**src/rtl/hslc_pkg.sv**
```systemverilog
package hslc_pkg;

    // fixed point format of every intermediate value
    localparam int FRAC_BITS = 12;
    localparam int VAL_W     = FRAC_BITS + 1;        // holds 0 .. ONE
    localparam int SUM_W     = FRAC_BITS + 2;        // holds 0 .. 2*ONE
    localparam int PROD_W    = 2 * VAL_W;
    localparam int BYTE_W    = 8;

    localparam logic [VAL_W-1:0]     ONE        = VAL_W'(1 << FRAC_BITS);
    localparam logic [FRAC_BITS-1:0] HALF       = FRAC_BITS'((1 << FRAC_BITS) / 2);
    localparam logic [FRAC_BITS-1:0] THIRD      = FRAC_BITS'(((1 << FRAC_BITS) + 1) / 3);
    localparam logic [FRAC_BITS-1:0] TWO_THIRDS =
        FRAC_BITS'((1 << FRAC_BITS) - ((1 << FRAC_BITS) + 1) / 3);

    // hue segment limits: 6h < ONE and 3h < 2*ONE as plain compares
    localparam logic [FRAC_BITS-1:0] RISE_LIM =
        FRAC_BITS'(((1 << FRAC_BITS) + 5) / 6);
    localparam logic [FRAC_BITS-1:0] FALL_LIM =
        FRAC_BITS'((2 * (1 << FRAC_BITS) + 2) / 3);

    // length of the valid shift register that carries an accepted beat to its done strobe
    localparam int LATENCY = 6;

    typedef enum logic [1:0] {
        SEG_RISE,
        SEG_FLAT,
        SEG_FALL,
        SEG_LOW
    } hue_seg_t;

    // lightness levels shared by the three color channels
    typedef struct packed {
        logic [VAL_W-1:0] lo;
        logic [VAL_W-1:0] hi;
        logic [VAL_W-1:0] diff;
    } levels_t;

    // floor(v * 255 / ONE), saturated to one byte
    function automatic logic [BYTE_W-1:0] to_byte(input logic [SUM_W-1:0] v);
        logic [SUM_W+BYTE_W-1:0] scaled;
        logic [SUM_W-FRAC_BITS+BYTE_W-1:0] whole;
        scaled = {v, BYTE_W'(0)} - (SUM_W + BYTE_W)'(v);
        whole  = scaled[SUM_W+BYTE_W-1:FRAC_BITS];
        if (whole > (SUM_W - FRAC_BITS + BYTE_W)'(255))
            return BYTE_W'(255);
        else
            return whole[BYTE_W-1:0];
    endfunction

endpackage

```
**src/rtl/hslc_channel.sv**
```systemverilog
module hslc_channel
    import hslc_pkg::*;
(
    input  logic                 clk,
    input  logic [FRAC_BITS-1:0] hue,      // stage 1 hue of this channel
    input  levels_t              levels,   // stage 3 levels
    output logic [BYTE_W-1:0]    level     // stage 6 byte
);

    hue_seg_t          seg_next;
    logic [VAL_W-1:0]  factor_next;
    logic [FRAC_BITS-1:0] fall_dist;

    hue_seg_t          seg2_reg, seg3_reg, seg4_reg;
    logic [VAL_W-1:0]  factor2_reg, factor3_reg;
    logic [PROD_W-1:0] prod4_reg;
    logic [VAL_W-1:0]  lo4_reg, hi4_reg;
    logic [SUM_W-1:0]  value5_reg, value_next;
    logic [BYTE_W-1:0] level_reg;

    // segment of the hue and slope factor (6h or 6*(2/3 - h))
    always_comb
    begin
        fall_dist   = TWO_THIRDS - hue;
        seg_next    = SEG_LOW;
        factor_next = '0;
        if (hue < RISE_LIM)
        begin
            seg_next    = SEG_RISE;
            factor_next = (VAL_W'(hue) << 2) + (VAL_W'(hue) << 1);
        end
        else if (hue < HALF)
        begin
            seg_next = SEG_FLAT;
        end
        else if (hue < FALL_LIM)
        begin
            seg_next    = SEG_FALL;
            factor_next = (VAL_W'(fall_dist) << 2) + (VAL_W'(fall_dist) << 1);
        end
    end

    // pick the channel value from its segment
    always_comb
    begin
        case (seg4_reg)
            SEG_RISE, SEG_FALL: value_next = SUM_W'(lo4_reg)
                                           + SUM_W'(prod4_reg[PROD_W-1:FRAC_BITS]);
            SEG_FLAT:           value_next = SUM_W'(hi4_reg);
            default:            value_next = SUM_W'(lo4_reg);
        endcase
    end

    // payload stages, no reset needed
    always_ff @(posedge clk)
    begin
        seg2_reg    <= seg_next;
        factor2_reg <= factor_next;
        seg3_reg    <= seg2_reg;
        factor3_reg <= factor2_reg;
        prod4_reg   <= PROD_W'(levels.diff) * PROD_W'(factor3_reg);
        lo4_reg     <= levels.lo;
        hi4_reg     <= levels.hi;
        seg4_reg    <= seg3_reg;
        value5_reg  <= value_next;
        level_reg   <= to_byte(value5_reg);
    end

    assign level = level_reg;

endmodule

```
**src/rtl/hsl_to_rgba_convert_unit.sv**
```systemverilog
// hsl to rgba color conversion, six register stages
// an accepted beat passes down the valid shift register and raises done together with its color bytes
// throughput: one beat per cycle, busy is always low; results cannot be stalled
// stage 2 holds the l*s multiply, stage 4 the three slope multiplies
// reset (rst_n, async, active low) clears the valid pipeline only
module hsl_to_rgba_convert_unit
    import hslc_pkg::*;
(
    input  logic                 clk,
    input  logic                 rst_n,
    input  logic                 start,
    output logic                 busy,
    input  logic [11:0]          hue,
    input  logic [12:0]          saturation,
    input  logic [12:0]          lightness,
    input  logic [12:0]          alpha,
    output logic                 done,
    output logic [7:0]           red,
    output logic [7:0]           green,
    output logic [7:0]           blue,
    output logic [7:0]           opacity
);

    logic                  accept;
    logic [LATENCY-1:0]    valid_reg, valid_next;

    logic [FRAC_BITS-1:0]  hue_g1_reg, hue_r1_reg, hue_b1_reg;
    logic [VAL_W-1:0]      sat1_reg, lig1_reg, alp1_reg;
    logic [PROD_W-1:0]     prod2_reg;
    logic [VAL_W-1:0]      sat2_reg, lig2_reg;
    logic [BYTE_W-1:0]     op2_reg, op3_reg, op4_reg, op5_reg, opacity_reg;
    levels_t               levels3_reg, levels_next;

    logic [SUM_W-1:0]      hi_wide, lig_dbl, lo_wide;
    logic [VAL_W-1:0]      hi_sat, lo_sat;
    logic [VAL_W-1:0]      prod_hi;

    assign busy   = 1'b0;
    assign accept = start && !busy;

    // valid bits travel with the beat
    always_comb
    begin
        valid_next = {valid_reg[LATENCY-2:0], accept};
    end

    always_ff @(posedge clk or negedge rst_n)
    begin
        if (!rst_n)
            valid_reg <= '0;
        else
            valid_reg <= valid_next;
    end

    // high and low lightness levels
    always_comb
    begin
        prod_hi = prod2_reg[FRAC_BITS+VAL_W-1:FRAC_BITS];
        if (lig2_reg < VAL_W'(HALF))
            hi_wide = SUM_W'(lig2_reg) + SUM_W'(prod_hi);
        else
            hi_wide = SUM_W'(lig2_reg) + SUM_W'(sat2_reg) - SUM_W'(prod_hi);
        hi_sat  = (hi_wide > SUM_W'(ONE)) ? ONE : hi_wide[VAL_W-1:0];
        lig_dbl = SUM_W'(lig2_reg) << 1;
        lo_wide = (lig_dbl >= SUM_W'(hi_sat)) ? lig_dbl - SUM_W'(hi_sat) : '0;
        lo_sat  = (lo_wide > SUM_W'(hi_sat)) ? hi_sat : lo_wide[VAL_W-1:0];
        levels_next.hi   = hi_sat;
        levels_next.lo   = lo_sat;
        levels_next.diff = hi_sat - lo_sat;
    end

    // payload stages, no reset needed
    always_ff @(posedge clk)
    begin
        // stage 1: clamp inputs and offset the channel hues
        hue_g1_reg  <= hue;
        hue_r1_reg  <= hue + THIRD;
        hue_b1_reg  <= hue + TWO_THIRDS;
        sat1_reg    <= (saturation > ONE) ? ONE : saturation;
        lig1_reg    <= (lightness > ONE) ? ONE : lightness;
        alp1_reg    <= (alpha > ONE) ? ONE : alpha;
        // stage 2: l*s product and opacity byte
        prod2_reg   <= PROD_W'(lig1_reg) * PROD_W'(sat1_reg);
        sat2_reg    <= sat1_reg;
        lig2_reg    <= lig1_reg;
        op2_reg     <= to_byte(SUM_W'(alp1_reg));
        // stage 3: levels
        levels3_reg <= levels_next;
        op3_reg     <= op2_reg;
        // stages 4 to 6: opacity waits for the color channels
        op4_reg     <= op3_reg;
        op5_reg     <= op4_reg;
        opacity_reg <= op5_reg;
    end

    hslc_channel u_red
    (
        .clk    (clk),
        .hue    (hue_r1_reg),
        .levels (levels3_reg),
        .level  (red)
    );

    hslc_channel u_green
    (
        .clk    (clk),
        .hue    (hue_g1_reg),
        .levels (levels3_reg),
        .level  (green)
    );

    hslc_channel u_blue
    (
        .clk    (clk),
        .hue    (hue_b1_reg),
        .levels (levels3_reg),
        .level  (blue)
    );

    assign done    = valid_reg[LATENCY-1];
    assign opacity = opacity_reg;

`ifndef NO_ASSERTIONS
    // every accepted beat comes out after a fixed latency
    a_latency: assert property (@(posedge clk) disable iff (!rst_n)
        accept |-> ##LATENCY done)
        else $error("accepted beat did not complete on time");

    // no strobe without a beat accepted at the right time
    a_no_spurious: assert property (@(posedge clk) disable iff (!rst_n)
        done |-> $past(accept, LATENCY))
        else $error("done without an accepted beat");

    // full or overrange alpha gives full opacity
    a_opaque: assert property (@(posedge clk) disable iff (!rst_n)
        (done && ($past(alpha, LATENCY) >= ONE)) |-> (opacity == 8'd255))
        else $error("opaque alpha did not give full opacity");
`endif

endmodule

```
**config.mk**
```make
export PLATFORM = sky130hd
export DESIGN_NAME = hsl_to_rgba_convert_unit
export DESIGN_NICKNAME = d
export VERILOG_FILES = /design/src/rtl/hslc_pkg.sv /design/src/rtl/hslc_channel.sv /design/src/rtl/hsl_to_rgba_convert_unit.sv
export SDC_FILE = /design/constraint.sdc
export NUM_CORES = 2
export LEC_CHECK = 0
export BUFFER_PORTS_ARGS = -buffer_cell sky130_fd_sc_hd__buf_2
export CAP_MARGIN = 20
export CORE_MARGIN = 8
export CORE_UTILIZATION = 25
export CTS_CLUSTER_DIAMETER = 40
export DETAILED_ROUTE_END_ITERATION = 10
export PLACE_DENSITY = 0.41
export RECOVER_POWER = 100
export SLEW_MARGIN = 20
export SYNTH_ARGS = -nofsm -noshare
export SYNTH_HDL_FRONTEND = slang
export SYNTH_SLANG_ARGS = --single-unit
```
**constraint.sdc**
```tcl
create_clock -name clk -period 20.3 [get_ports clk]
set_input_delay 3.045 -clock clk [delete_from_list [all_inputs] [get_ports clk]]
set_output_delay 3.045 -clock clk [all_outputs]
set_load 0.1 [all_outputs]
```
Yosys cells after proc, flatten, opt, wreduce, memory -nomap -nowiden. Index checks and enable logic that the tools add are counted.

Add/subtract/negate cells: 23. Multipliers: 4. $lt $le $gt $ge: 20. Eq/ne operators: 6. Mux-type cells: 22. Reductions and logical operators: 9.

Operator list (number): 2-to-1 mux 13 bit (11); case mux 14 bit (2 select lines) (3); adder 13 bit (6); multiplier 13 x 13 -> 26 bit (3); < comparator 12 bit, second input constant (6); subtractor 22 x 14 -> 22 bit (3); adder 13 x 14 -> 14 bit (3); > comparator 10 x 8 -> 1 bit, second input constant (4); > comparator 13 bit, second input constant (3); < comparator 12 x 10 -> 1 bit, second input constant (3); subtractor 12 bit, first input constant (3); adder 13 x 13 -> 14 bit (2); 2-to-1 mux 14 bit (2); subtractor 14 x 13 -> 14 bit (2); multiplier 13 x 13 -> 25 bit (1); subtractor 21 x 13 -> 22 bit (1); greater-or-equal comparator 14 x 13 -> 1 bit (1); > comparator 14 x 13 -> 1 bit (1); > comparator 14 x 13 -> 1 bit, second input constant (1); < comparator 13 x 12 -> 1 bit, second input constant (1); subtractor 13 bit (1); adder 12 x 11 -> 12 bit, second input constant (1); adder 12 bit, second input constant (1); OR reduction 2 bit (6); 4 further kinds (15).

Bits in registers: 477. Input port bits: 54. Output and inout port bits: 34. Word-level logic and storage cells: 131.

Logic depth before layout (Yosys ltp).
Word-level depth: 10. Gate-level depth with buffers: 53. Gate-level depth less buffers: 51.

By module. Synthesis repeated with hierarchy kept, for this count alone.

Cell total of the unflattened synthesis: 4583. Area total of the unflattened synthesis: 42052.8 µm².

Modules (own cells, without submodules): hsl_to_rgba_convert_unit (times used 1, cells an instance 1496, area an instance 13983.4 µm², seq. area each 3993.8 µm²); hslc_channel (u_green) (times used 1, cells an instance 1053, area an instance 9633.0 µm², seq. area each 1841.8 µm²); hslc_channel (u_blue) (times used 1, cells an instance 1016, area an instance 9235.1 µm², seq. area each 1841.8 µm²); hslc_channel (u_red) (times used 1, cells an instance 1018, area an instance 9201.3 µm², seq. area each 1841.8 µm²).

Worst setup path after synthesis. No wires, ideal clock.

Path type: register to register. Start: reg lig2_reg[0]. End: reg levels3_reg[12] (netlist name). Library setup time: 0.072 ns. Arrival time: 9.173 ns. Data required time: 20.228 ns. Path slack: 11.056 ns. Stages on the path, launching flop included: 52. Path buffers: 2. Period minus slack after synthesis: 9.244 ns. Cells stage by stage: dfxtp_1 > inv_1 > ha_1 > inv_1 > ha_1 > inv_1 > fa_1 > nor2b_1 > o31a_1 > o31a_1 > a211oi_1 > or4b_1 > or4_4 > o41ai_4 > nand2_1 > ha_1 > nor2b_1 > o21ai_0 > [16 not listed] > o21bai_1 > o311a_1 > o211ai_4 > buf_6 > o31ai_1 > fa_1 > nor2b_1 > o21ai_0 > a21boi_0 > o21ai_0 > a21boi_0 > o21ai_0 > a21boi_0 > o21ai_0 > nand2b_1 > a21o_1 > a21oi_1 > xor2_1.

RTL lines: start: declaration (line hsl_to_rgba_convert_unit.sv:30) `logic [VAL_W-1:0] sat2_reg, lig2_reg;`; start signal: assignment (line hsl_to_rgba_convert_unit.sv:85) `lig2_reg <= lig1_reg;`; end signal: assignment (line hsl_to_rgba_convert_unit.sv:88) `levels3_reg <= levels_next;`; end: declaration (line hsl_to_rgba_convert_unit.sv:32) `levels_t levels3_reg, levels_next;`.

==> impl_metrics.py <==
metrics = {
    "placement": {
        "place_congestion": 0.7810,
        "dpl_worst_slack_ns": 9.289,
        "port_buffers": 86,
        "hpwl_um": 76410,
    },
    "sta": {
        "rsz0062_at_grt": "no",
        "fin_tns_setup_ns": 0,
        "hold_violations": 0,
        "fin_crit_sh": 0.6385,
        "period_needed_ns": 12.96,
        "maxSlewViolCount": 81,
        "setup_viol": 0,
        "clock.fmax_mhz": 77.15,
        "relSlewSlack": -0.6607,
        "worst_slew_pin_slew_ns": 2.480,
        "finClkSkew_ns": 0.06013,
        "setup_slack_ns": 7.338,
    },
    "die": {
        "die_w_um": 410.1,
        "core_region_area_um2": 154200,
        "start_util": 0.2518,
        "rows": 144,
        "die_area_um2": 168200,
        "die_y_um": 410.1,
        "io_pins": 88,
    },
    "pwr": {
        "power_leakage_uw": 0.02127,
        "p_per_area_nw_per_um2": 153.3,
        "p_total_uw": 6795,
        "ir_drop_mv": 0.09175,
    },
    "routing": {
        "viasPerCell": 4.234,
        "drt_pre_antenna_iters": 5,
        "drtIter0Drc": 935,
        "wl_met2_um": 46800,
        "antenna_left": 0,
        "top_layer": "met5",
        "wl_met1_um": 45740,
        "vias": 27010,
        "route.met3.wl_um": 2947,
        "wl_per_cell_um": 15.40,
        "drc": 0,
        "wl_um": 98270,
    },
    "global_routing": {
        "grt_pass1_wl_um": 160000,
        "grt_max_degree": 37,
        "grt_pass1_vias": 29270,
        "gr-total-overflow": 0,
        "antenna_found_initial": 2,
        "gr-usage-all-layers": 0.1183,
    },
    "cells_and_area": {
        "num-fill-cells": 16450,
        "final_cell_mix": "inv_1, nand2_1, ha_1",
        "largest_reg_flops": 39,
        "finalCoreUtilization": 0.2873,
        "syn_to_final_growth_pct": 14.10,
        "drive_gt1_frac": 0.04916,
        "final_nets": 5292,
        "final_common_cell": "inv_1",
    },
    "flow_run": {
        "cap_violations": 3,
    },
    "yosys": {
        "synth_cells": 4235,
        "yosysSeqAreaShare": 0.2183,
        "syn_area_um2": 38830,
        "async_flop_share": 0.01422,
        "yosysWarnings": 0,
        "synth-edff-count": 0,
        "ys_seq_elements": 422,
        "synthFlopType": "dfxtp_1",
        "ys_types": 74,
        "synth.avg_cell_area_um2": 9.170,
        "synth_fp_nets": 5261,
    },
    "critical_path": {
        "crit_path_max_incr_delay_ns": 1.39,
        "cp-start-kind": "register",
        "crit_path_frequent_cell": "o21ai_0",
        "slowest_stage": "o41ai_1",
        "rr_startpoint": "lig2_reg[0]$_DFF_P_",
        "end_kind": "register",
        "cp.required_ns": 20.90,
        "r2r_end": "levels3_reg[11]$_DFF_P_",
        "cp_data_arrival_time_ns": 13.56,
        "path_class": "reg2reg",
        "cp_max_fo": 33,
        "ff2ff_path_depth": 46,
        "reg2reg_slack_ns": 7.34,
    },
    "cts": {
        "numCtsBuffers": 82,
        "clk_latency_ns": 0.70,
        "clockRootBuffer": "clkbuf_16",
        "cts_resized": 0,
        "path_clk_slew_ns": 0.05,
        "cts.sinks": 422,
        "clock_path_buffers": 3,
        "cts_tree": "yes",
        "cts_setup_buffers": 0,
        "cts_max_level": 3,
        "hold_buffers": 0,
    },
    "run_status": {
        "outcome": "finished with violations",
        "violations": "max-capacitance violations, max-slew violations",
    },
    "hold_path": {
        "min-delay-start": "levels3_reg[15]$_DFF_P_",
        "min_path_type": "reg2reg",
        "hold_path_end": "u_green.hi4_reg[2]$_DFF_P_",
        "whs_path_depth": 0,
    },
}
==> routing by layer <==
metal  track usage  vias to the layer above
met4       0.03548                        2
met2        0.2033                      300
met5             0                        -
li1              -                    13390
met3       0.01969                      155
met1        0.1523                    13160
==> report_power, final <==
group | internal, uW | leakage (uW) | switching, uW
clock | 962 | 0.00148 | 528
combinational | 1610 | 0.0163 | 2370
sequential | 1080 | 0.00354 | 244
total | 3650 | 0.0213 | 3150
==> critical path: cells and delay by family (launching register included) <==
family                     cells  cell delay, ns
xor gates and xnor gates       1            0.13
AOI/OAI and AO/OA             24            7.42
DFF                            1            0.36
and+or+nand+nor               11            2.69
buffers and inverters          4            0.31
adders and majority gates      6            1.97
==> cells by family after synthesis <==
group,after synthesis,share of synthesized area
AOI/OAI and AO/OA,547,0.08999
xor gates and xnor gates,222,0.05007
adders and majority gates,972,0.4042
buffers and inverters,888,0.08699
DFF,422,0.2183
muxes,52,0.01350
other,1,0.00009657
and+or+nand+nor,1131,0.1368
==> Yosys cell counts (15+ instances only) <==
cell | n | area share
o21a_1 | 39 | 0.0075
nor2_1 | 165 | 0.016
a21o_1 | 52 | 0.010
o22ai_1 | 19 | 0.0031
nand3b_1 | 15 | 0.0029
a21oi_1 | 186 | 0.024
nor3_1 | 47 | 0.0061
nand2_1 | 526 | 0.051
mux2i_1 | 49 | 0.013
fa_1 | 471 | 0.24
nand2b_1 | 15 | 0.0024
nor2b_1 | 63 | 0.010
a211oi_1 | 15 | 0.0029
inv_1 | 731 | 0.071
or3_1 | 22 | 0.0035
and2_1 | 202 | 0.033
xor2_1 | 54 | 0.012
ha_1 | 501 | 0.16
o21bai_1 | 68 | 0.013
clkbuf_1 | 142 | 0.014
nand3_1 | 27 | 0.0035
o21ai_0 | 94 | 0.012
xnor2_1 | 168 | 0.038
dfxtp_1 | 416 | 0.21
==> per-stage QoR <==
stage          hold slack, ns  cells  cell area (um^2)
2_1_floorplan          0.3096   4235             38830
3_3_place_gp           0.3096   6226             41320
3_5_place_dp           0.3121   6226             41320
4_1_cts                0.2810   6377             44410
5_1_grt                0.2910   6378             44310
6_report               0.2805   6379             44310
==> layout make-up <==
type	instances	area (um^2)	share of cell area
inverters	732	2748	0.06201
clock buffers	98	2183	0.04928
well taps	2044	2557	0.05772
repair buffers	103	485.5	0.01096
clock inverters	53	910.9	0.02056
flip-flops and latches	422	8478	0.1913
multi-input cells	2925	26940	0.6080
diodes	2	5.005	0.0001130
==> worst max-delay path by stage <==
| stage | startpoint | end | slack, ns |
|---|---|---|---|
| 2_1_floorplan | lig2_reg[0]$_DFF_P_ | levels3_reg[12]$_DFF_P_ | 11.06 |
| 3_3_place_gp | lig2_reg[0]$_DFF_P_ | levels3_reg[12]$_DFF_P_ | 9.44 |
| 3_5_place_dp | lig2_reg[0]$_DFF_P_ | levels3_reg[11]$_DFF_P_ | 9.29 |
| 4_1_cts | lig2_reg[0]$_DFF_P_ | levels3_reg[11]$_DFF_P_ | 9.24 |
| 5_1_grt | lig2_reg[0]$_DFF_P_ | levels3_reg[12]$_DFF_P_ | 6.13 |
| 6_report | lig2_reg[0]$_DFF_P_ | levels3_reg[11]$_DFF_P_ | 7.34 |
Note: power is estimated with default switching activity, not from simulation.
